`src/rtl/detection_point_accumulator_core_defines.svh`:
```
// assertion macros shared by the rtl
`ifndef DETECTION_POINT_ACCUMULATOR_CORE_DEFINES_SVH
`define DETECTION_POINT_ACCUMULATOR_CORE_DEFINES_SVH

// same-cycle implication, checked outside reset
`define DPA_ASSERT_SAME(lbl, clk, rst, ante, cons, msg) \
   lbl: assert property (@(posedge clk) disable iff (rst) (ante) |-> (cons)) else $error(msg);

// next-cycle implication, checked outside reset
`define DPA_ASSERT_NEXT(lbl, clk, rst, ante, cons, msg) \
   lbl: assert property (@(posedge clk) disable iff (rst) (ante) |=> (cons)) else $error(msg);

`endif

```
`src/rtl/dpa_pkg.sv`:
```
`default_nettype none

package dpa_pkg;

   // table geometry
   localparam int TABLE_DEPTH = 64;
   localparam int COORD_BITS  = 12;
   localparam int COUNT_BITS  = 16;
   localparam int IDX_BITS    = $clog2(TABLE_DEPTH);
   localparam int FILL_BITS   = $clog2(TABLE_DEPTH + 1);
   localparam int WORD_BITS   = 2 * COORD_BITS + COUNT_BITS;

   // fixed field widths of the channels
   localparam int AREA_BITS      = 21;
   localparam int BOUND_BITS     = 20;
   localparam int THRESH_BITS    = 16;
   localparam int ENTRY_IDX_BITS = 6;
   localparam int HIT_BITS       = 16;

   // configuration register indexes
   localparam int CSR_INDEX_BITS = 2;
   localparam logic [CSR_INDEX_BITS-1:0] CSR_AREA_LOW    = 2'd0;
   localparam logic [CSR_INDEX_BITS-1:0] CSR_AREA_HIGH   = 2'd1;
   localparam logic [CSR_INDEX_BITS-1:0] CSR_REPORT_THR  = 2'd2;

   // register reset values
   localparam logic [BOUND_BITS-1:0]  AREA_LOW_RESET   = '0;
   localparam logic [BOUND_BITS-1:0]  AREA_HIGH_RESET  = '1;
   localparam logic [THRESH_BITS-1:0] REPORT_THR_RESET = THRESH_BITS'(5);

   typedef struct packed {
      logic [COORD_BITS-1:0] pos_x;
      logic [COORD_BITS-1:0] pos_y;
      logic [AREA_BITS-1:0]  area_half;
   } req_type;

   typedef struct packed {
      logic                      accepted;
      logic                      matched;
      logic [ENTRY_IDX_BITS-1:0] entry_index;
      logic [HIT_BITS-1:0]       hit_total;
      logic                      reported;
      logic                      dropped_full;
   } rsp_type;

endpackage

`default_nettype wire

```
`src/rtl/detection_point_accumulator_core.sv`:
```
// Detection point accumulator. Each request carries one blob (position and area in
// half pixels). Blobs whose area lies strictly between twice area_low and twice
// area_high are looked up in a 64-entry point table held in one synchronous RAM,
// scanned one entry per cycle in insertion order: the first entry within one pixel
// in x and y gets its hit count bumped (saturating), otherwise the blob is appended,
// or dropped when the table is full. One response per request. A request that passes
// the area filter holds the block until its scan ends at the match, the append or
// the drop; a rejected request skips the scan. The response sits in an output
// register, so the next request is taken while it waits; a finished request only
// waits longer while the previous response is still stalled in that register. The
// table is empty after reset, no clearing pass.
`default_nettype none
`include "detection_point_accumulator_core_defines.svh"

module detection_point_accumulator_core (
   input  wire                                   clock,
   input  wire                                   reset,
   input  wire                                   req_valid,
   output logic                                  req_stall,
   input  wire  dpa_pkg::req_type                req_data,
   output logic                                  rsp_valid,
   input  wire                                   rsp_stall,
   output dpa_pkg::rsp_type                      rsp_data,
   input  wire                                   csr_write_en,
   input  wire  [dpa_pkg::CSR_INDEX_BITS-1:0]    csr_index,
   input  wire  [dpa_pkg::BOUND_BITS-1:0]        csr_wdata
);

   localparam logic [1:0] ST_IDLE = 2'd0;
   localparam logic [1:0] ST_SCAN = 2'd1;
   localparam logic [1:0] ST_DONE = 2'd2;

   localparam logic [dpa_pkg::COUNT_BITS-1:0] COUNT_MAX = '1;

   // configuration registers
   logic [dpa_pkg::BOUND_BITS-1:0]  area_low_ff;
   logic [dpa_pkg::BOUND_BITS-1:0]  area_high_ff;
   logic [dpa_pkg::THRESH_BITS-1:0] report_thr_ff;

   // control and payload registers
   logic [1:0]                     state_ff, state_in;
   logic [dpa_pkg::FILL_BITS-1:0]  fill_ff, fill_in;
   logic [dpa_pkg::IDX_BITS-1:0]   cmp_idx_ff, cmp_idx_in;
   dpa_pkg::req_type               req_ff, req_in;
   dpa_pkg::rsp_type               res_ff, res_in;
   logic                           rsp_valid_ff, rsp_valid_in;
   dpa_pkg::rsp_type               rsp_ff, rsp_in;

   // point table ram: {x, y, hits}
   logic [dpa_pkg::WORD_BITS-1:0]  table_mem [dpa_pkg::TABLE_DEPTH];
   logic [dpa_pkg::WORD_BITS-1:0]  rd_data_ff;
   logic [dpa_pkg::IDX_BITS-1:0]   rd_addr;
   logic                           wr_en;
   logic [dpa_pkg::IDX_BITS-1:0]   wr_addr;
   logic [dpa_pkg::WORD_BITS-1:0]  wr_data;

   // scan datapath
   logic                           req_take;
   logic                           area_ok;
   logic [dpa_pkg::COORD_BITS-1:0] ent_x;
   logic [dpa_pkg::COORD_BITS-1:0] ent_y;
   logic [dpa_pkg::COUNT_BITS-1:0] ent_hits;
   logic [dpa_pkg::COORD_BITS:0]   diff_x;
   logic [dpa_pkg::COORD_BITS:0]   diff_y;
   logic                           near_x;
   logic                           near_y;
   logic                           ent_valid;
   logic                           hit;
   logic                           last;
   logic                           full;
   logic [dpa_pkg::COUNT_BITS-1:0] new_hits;
   logic                           out_free;

   assign req_stall = (state_ff != ST_IDLE);
   assign req_take  = req_valid && !req_stall;
   assign rsp_valid = rsp_valid_ff;
   assign rsp_data  = rsp_ff;
   assign out_free  = !rsp_valid_ff || !rsp_stall;

   // area filter at half-pixel resolution
   assign area_ok = (req_data.area_half > {area_low_ff, 1'b0}) &&
                    (req_data.area_half < {area_high_ff, 1'b0});

   // entry under test
   assign {ent_x, ent_y, ent_hits} = rd_data_ff;
   assign diff_x = {1'b0, ent_x} - {1'b0, req_ff.pos_x};
   assign diff_y = {1'b0, ent_y} - {1'b0, req_ff.pos_y};
   assign near_x = (diff_x == '0) || (diff_x == (dpa_pkg::COORD_BITS+1)'(1)) ||
                   (diff_x == '1);
   assign near_y = (diff_y == '0) || (diff_y == (dpa_pkg::COORD_BITS+1)'(1)) ||
                   (diff_y == '1);
   assign ent_valid = (dpa_pkg::FILL_BITS'(cmp_idx_ff) < fill_ff);
   assign hit       = ent_valid && near_x && near_y;
   assign last      = (dpa_pkg::FILL_BITS'(cmp_idx_ff) + dpa_pkg::FILL_BITS'(1)) >= fill_ff;
   assign full      = (fill_ff == dpa_pkg::FILL_BITS'(dpa_pkg::TABLE_DEPTH));
   assign new_hits  = (ent_hits < COUNT_MAX) ? ent_hits + dpa_pkg::COUNT_BITS'(1) : ent_hits;

   // sequencer
   always_comb begin
      state_in     = state_ff;
      fill_in      = fill_ff;
      cmp_idx_in   = cmp_idx_ff;
      req_in       = req_ff;
      res_in       = res_ff;
      rsp_valid_in = rsp_valid_ff;
      rsp_in       = rsp_ff;
      rd_addr      = cmp_idx_ff;
      wr_en        = 1'b0;
      wr_addr      = cmp_idx_ff;
      wr_data      = {ent_x, ent_y, new_hits};

      // output register drains independently
      if (rsp_valid_ff && !rsp_stall) begin
         rsp_valid_in = 1'b0;
      end

      unique case (state_ff)
         ST_IDLE: begin
            if (req_take) begin
               req_in     = req_data;
               res_in     = '0;
               cmp_idx_in = '0;
               rd_addr    = '0;
               state_in   = area_ok ? ST_SCAN : ST_DONE;
            end
         end
         ST_SCAN: begin
            rd_addr    = cmp_idx_ff + dpa_pkg::IDX_BITS'(1);
            cmp_idx_in = cmp_idx_ff + dpa_pkg::IDX_BITS'(1);
            res_in.accepted = 1'b1;
            priority if (hit) begin
               // bump the matching entry
               wr_en                 = 1'b1;
               res_in.matched        = 1'b1;
               res_in.entry_index    = dpa_pkg::ENTRY_IDX_BITS'(cmp_idx_ff);
               res_in.hit_total      = dpa_pkg::HIT_BITS'(new_hits);
               res_in.reported       = (32'(new_hits) > 32'(report_thr_ff));
               state_in              = ST_DONE;
            end else if (last && full) begin
               res_in.dropped_full   = 1'b1;
               state_in              = ST_DONE;
            end else if (last) begin
               // append a new point with one hit
               wr_en                 = 1'b1;
               wr_addr               = dpa_pkg::IDX_BITS'(fill_ff);
               wr_data               = {req_ff.pos_x, req_ff.pos_y,
                                        dpa_pkg::COUNT_BITS'(1)};
               fill_in               = fill_ff + dpa_pkg::FILL_BITS'(1);
               res_in.entry_index    = dpa_pkg::ENTRY_IDX_BITS'(fill_ff);
               res_in.hit_total      = dpa_pkg::HIT_BITS'(1);
               res_in.reported       = (32'(1) > 32'(report_thr_ff));
               state_in              = ST_DONE;
            end else begin
               state_in              = ST_SCAN;
            end
         end
         ST_DONE: begin
            if (out_free) begin
               rsp_in       = res_ff;
               rsp_valid_in = 1'b1;
               state_in     = ST_IDLE;
            end
         end
         default: begin
            state_in = ST_IDLE;
         end
      endcase
   end

   // control registers
   always_ff @(posedge clock) begin
      if (reset) begin
         state_ff     <= ST_IDLE;
         fill_ff      <= '0;
         rsp_valid_ff <= 1'b0;
      end else begin
         state_ff     <= state_in;
         fill_ff      <= fill_in;
         rsp_valid_ff <= rsp_valid_in;
      end
   end

   // payload registers
   always_ff @(posedge clock) begin
      cmp_idx_ff <= cmp_idx_in;
      req_ff     <= req_in;
      res_ff     <= res_in;
      rsp_ff     <= rsp_in;
   end

   // configuration writes
   always_ff @(posedge clock) begin
      if (reset) begin
         area_low_ff   <= dpa_pkg::AREA_LOW_RESET;
         area_high_ff  <= dpa_pkg::AREA_HIGH_RESET;
         report_thr_ff <= dpa_pkg::REPORT_THR_RESET;
      end else if (csr_write_en) begin
         unique case (csr_index)
            dpa_pkg::CSR_AREA_LOW:   area_low_ff   <= csr_wdata;
            dpa_pkg::CSR_AREA_HIGH:  area_high_ff  <= csr_wdata;
            dpa_pkg::CSR_REPORT_THR: report_thr_ff <= dpa_pkg::THRESH_BITS'(csr_wdata);
            default: begin
            end
         endcase
      end
   end

   // point table ram, one read and one write port
   always_ff @(posedge clock) begin
      if (wr_en) begin
         table_mem[wr_addr] <= wr_data;
      end
      rd_data_ff <= table_mem[rd_addr];
   end

   // checks
   `DPA_ASSERT_SAME(a_drop_only_full, clock, reset, rsp_valid_ff && rsp_ff.dropped_full, fill_ff == dpa_pkg::FILL_BITS'(dpa_pkg::TABLE_DEPTH), "drop reported while table not full")
   `DPA_ASSERT_SAME(a_match_consistent, clock, reset, rsp_valid_ff && rsp_ff.matched, rsp_ff.accepted && !rsp_ff.dropped_full, "match flagged on rejected or dropped blob")
   `DPA_ASSERT_NEXT(a_write_ends_scan, clock, reset, wr_en, state_ff == ST_DONE, "table write did not end the scan")

endmodule

`default_nettype wire
```
`config.mk`:
```
export PLATFORM = sky130hd
export DESIGN_NAME = detection_point_accumulator_core
export DESIGN_NICKNAME = d
export VERILOG_FILES = /design/src/rtl/dpa_pkg.sv /design/src/rtl/detection_point_accumulator_core.sv
export VERILOG_INCLUDE_DIRS = /design/src /design/src/rtl
export SDC_FILE = /design/constraint.sdc
export NUM_CORES = 2
export LEC_CHECK = 0
export ABC_AREA = 1
export BUFFER_PORTS_ARGS = -buffer_cell sky130_fd_sc_hd__buf_2
export CORE_MARGIN = 8
export CORE_UTILIZATION = 45
export DETAILED_ROUTE_END_ITERATION = 6
export PLACE_DENSITY = 0.6
export SLEW_MARGIN = 5
export SYNTH_ARGS = -nofsm -noshare
export SYNTH_HDL_FRONTEND = slang
export SYNTH_SLANG_ARGS = --single-unit
export TNS_END_PERCENT = 20
```
`constraint.sdc`:
```
create_clock -name clock -period 11.5 [get_ports clock]
set_clock_uncertainty 0.05 [all_clocks]
set_input_delay 2.3 -clock clock [delete_from_list [all_inputs] [get_ports clock]]
set_output_delay 2.3 -clock clock [all_outputs]
set_load 0.05 [all_outputs]
```
==> metrics <==
GRT overflow=0; filler instances=20476; FP Rows=181; drt total wl=330000 um; worst hold path class=register to register; Die Ht=approximately 500 um; Post-synth top flop=edfxtp_1; Worst path most repeated cell=nand2_1; Skew-Pair Late Insertion Delay=roughly 0.93 ns; initial antenna violation count=15; post-synthesis register bit count=about 2700; CTS sink cnt=2748; CTS Hold Bufs=0; post-synth top area share=0.722; Port Buffers=99; max-slew violations=0; Peak VDD IR=328 uV; ys async rst share=0; Tmin final=7.21 ns; Starting Density=0.452; final hold vios=0; Hold EP=rsp_data[2]$_DFFE_PP_; area leader, netlist=edfxtp_1; Syn Area/Cell=13.2 um^2; hold path startpoint=res_ff[2]$_SDFFCE_PN0P_; worst flop-to-flop path startpoint=rd_data_ff[16]$_DFF_P_; CTS Buf Count=291; Worst Hold Path Cells=0; clk buf depth=4; crit path cell chain=inv_1, ha_1, fa_1, inv_1, nand3_1, nand2_1, nand2_1, nand2_1, nand3_1, nor2_1, nand2_1, nor2_1, nand3_1, nand2_1, nand3_4, buf_4, nand2_4, buf_4, nand2_1, o21ai_2, nand3_2, nor2_4, buf_4; HPWL after detailed placement=between 150000 and 200000 um; post-synthesis sequential area ratio=0.742; Syn-to-layout area delta=12.0%; post-synthesis cell count=8292; xor/xnor cell area share of the yosys netlist=0.00136; Simple-Gate Fraction of Synth Area=0.0809; share of cells above drive strength 1=0.0947; post-cts resize count=0; clock slew at reported path FFs=0.06 ns; hold_ws=approximately 0.37 ns; Synth Area in Compound Gates=0.136; actual slew at the worst max-slew pin=1.34 ns; post-route insts no fill=11675; post-synth cell types=48; GRT Overall Usage=0.244; final setup fails=0; MaxCap Viol Count=0; initial drt markers=10540; YS warnings=0; status=completed; worst-path fanout max=62; Antenna Nets Post-Route=0; CP arrival=7.69 ns; most frequent cells after synthesis=edfxtp_1, nor2_1, o21ai_0; Setup crit end kind=register; Placed Cells=approximately 11000; Pre-Repair DR Iteration Count=6; slowest stage delay, CP=0.84 ns; largest cells by area after synthesis=edfxtp_1, o21ai_0, nor2_1, o221ai_1, o211ai_1; io pins=100; CTS tree=yes; Setup Fix Bufs, Post-CTS=0; f_max=139 MHz; Power per Cell Area=255 nW/um^2; Post-Syn Nets=approximately 8500; first-pass GRT wire length=469000 um; mapped cell area=110000 um^2; part of the cycle the worst path needs=0.627; R2R Path End=table_mem[18][33]$_DFFE_PP_; H-tree lvl count=5; Die X=about 510 um; Final nets=8434; Synth Area in Adders=0.0113; number of synthesized flops with an enable pin=approximately 2600; Die ar.=260000 um^2; setup TNS=0 ns; slowest CP cell=buf_4; placer congestion estimate=between 0.8 and 0.9; area of the core=between 200000 and 250000 um^2; CP required=11.98 ns; Residual DRC=0; Crit Path Category=register to register; relative slew slack=0.105; top-count cell post-synth=edfxtp_1; pre-CTS setup slack=roughly 4.0 ns; Setup crit start kind=register; overall power consumption=31.3 mW; WL/cell=about 28 um; post-synthesis mux area share=0; main combinational cell family by area after synthesis=compound AO/OA/AOI/OAI gates; Vias=72301; RSZ-0062 raised after global routing=no; Root Buffer=clkbuf_16; pin count of the biggest net entering global routing=202; R2R setup slack=4.29 ns; setup ws final=4.29 ns; R2R depth=23; Pleak=39.2 nW; DR vias/cell=6.19; vias in the first global route=between 60000 and 70000
report_power, final:
part           total, mW  switching, mW  internal (mW)
combinational       9.22           7.17           2.05
clock               8.66           3.72           4.94
sequential          13.4          0.191           13.2
routing by layer:
| layer | track usage | routed length [um] | vias up | share of wire |
|---|---|---|---|---|
| met5 | 0 | 13 | - | 0.000039 |
| met4 | 0.0842 | 11900 | 2 | 0.036 |
| met3 | 0.0442 | 33200 | 602 | 0.10 |
| met2 | 0.373 | 148000 | 3857 | 0.45 |
| met1 | 0.355 | 137000 | 36467 | 0.42 |
| li1 | - | - | 31373 | - |
cell usage in the layout, fill, tap and decap left out, drive strengths merged:
master       n
o21ai     1366
or4          1
bufinv       8
edfxtp    2636
nor2      1421
o221ai     321
or2          1
o21a         4
a21oi       88
clkinvlp     9
nand3b       2
fa           2
a21boi       9
and2        14
nor3b        9
nand4       26
nor4         8
ha          96
o211ai     342
clkinv     106
nand3      325
and3         2
clkbuf     375
o2111ai      1
dfxtp      112
xor2        12
diode        3
xnor2        5
inv        203
o22ai      322
a2111oi      1
o21bai       3
nor3        13
a211oi       8
a31oi        4
buf        266
a21o         1
nand2      348
sequential cells by signal (all words and copies together), names as in the netlist:
name           flops
report_thr_ff     16
table_mem       2560
cmp_idx_ff         6
state_ff           2
area_high_ff      20
area_low_ff       20
req_ff            24
rsp_valid          1
rsp_data          26
rd_data_ff        40
res_ff            26
fill_ff            7
per-stage QoR:
stage,util,area (um^2)
2_1_floorplan,-,110000
3_3_place_gp,0.471,114000
3_5_place_dp,0.471,114000
4_1_cts,0.506,123000
5_1_grt,0.506,123000
6_report,0.506,123000
how the worst max path moves through the flow:
| stage | from | slack, ns | to | depth (start not counted) |
|---|---|---|---|---|
| 2_1_floorplan | cmp_idx_ff[2]$_DFF_P_ | 5.71 | table_mem[0][17]$_DFFE_PP_ | 15 |
| 3_3_place_gp | req_valid | 3.96 | rd_data_ff[19]$_DFF_P_ | 15 |
| 3_5_place_dp | req_valid | 3.99 | rd_data_ff[19]$_DFF_P_ | 15 |
| 4_1_cts | rd_data_ff[16]$_DFF_P_ | 4.27 | table_mem[18][33]$_DFFE_PP_ | 23 |
| 5_1_grt | rd_data_ff[16]$_DFF_P_ | 4.02 | table_mem[27][18]$_DFFE_PP_ | 23 |
| 6_report | rd_data_ff[16]$_DFF_P_ | 4.29 | table_mem[18][33]$_DFFE_PP_ | 23 |
area by class of cell:
cell class	instances	area (um^2)	area share
clock inverter	124	807	0.00657
inverter	202	792	0.00644
clock buffer	375	7780	0.0633
timing repair buffer	266	1960	0.0160
multi-input combinational	4755	26100	0.213
antenna	3	7.51	0.0000611
sequential	2748	81400	0.662
tap	3202	4010	0.0326
kinds of logic after synthesis:
kind of cell / Yosys count
flip-flops: 2748
AO/OA/AOI/OAI: 2470
AND/OR/NAND/NOR: 2170
buffers and inverters: 789
adder cells (fa/ha/maj): 98
XOR/XNOR: 17
worst max-delay path, delay by kind of cell, from the launching register on:
| family | cells | cell delay [ns] |
|---|---|---|
| adder cells (fa/ha/maj) | 2 | 0.68 |
| AND/OR/NAND/NOR | 15 | 2.72 |
| buffers and inverters | 5 | 2.29 |
| AO/OA/AOI/OAI | 1 | 0.21 |
| flip-flops | 1 | 0.72 |
Note: power is estimated with default switching activity, not from simulation.
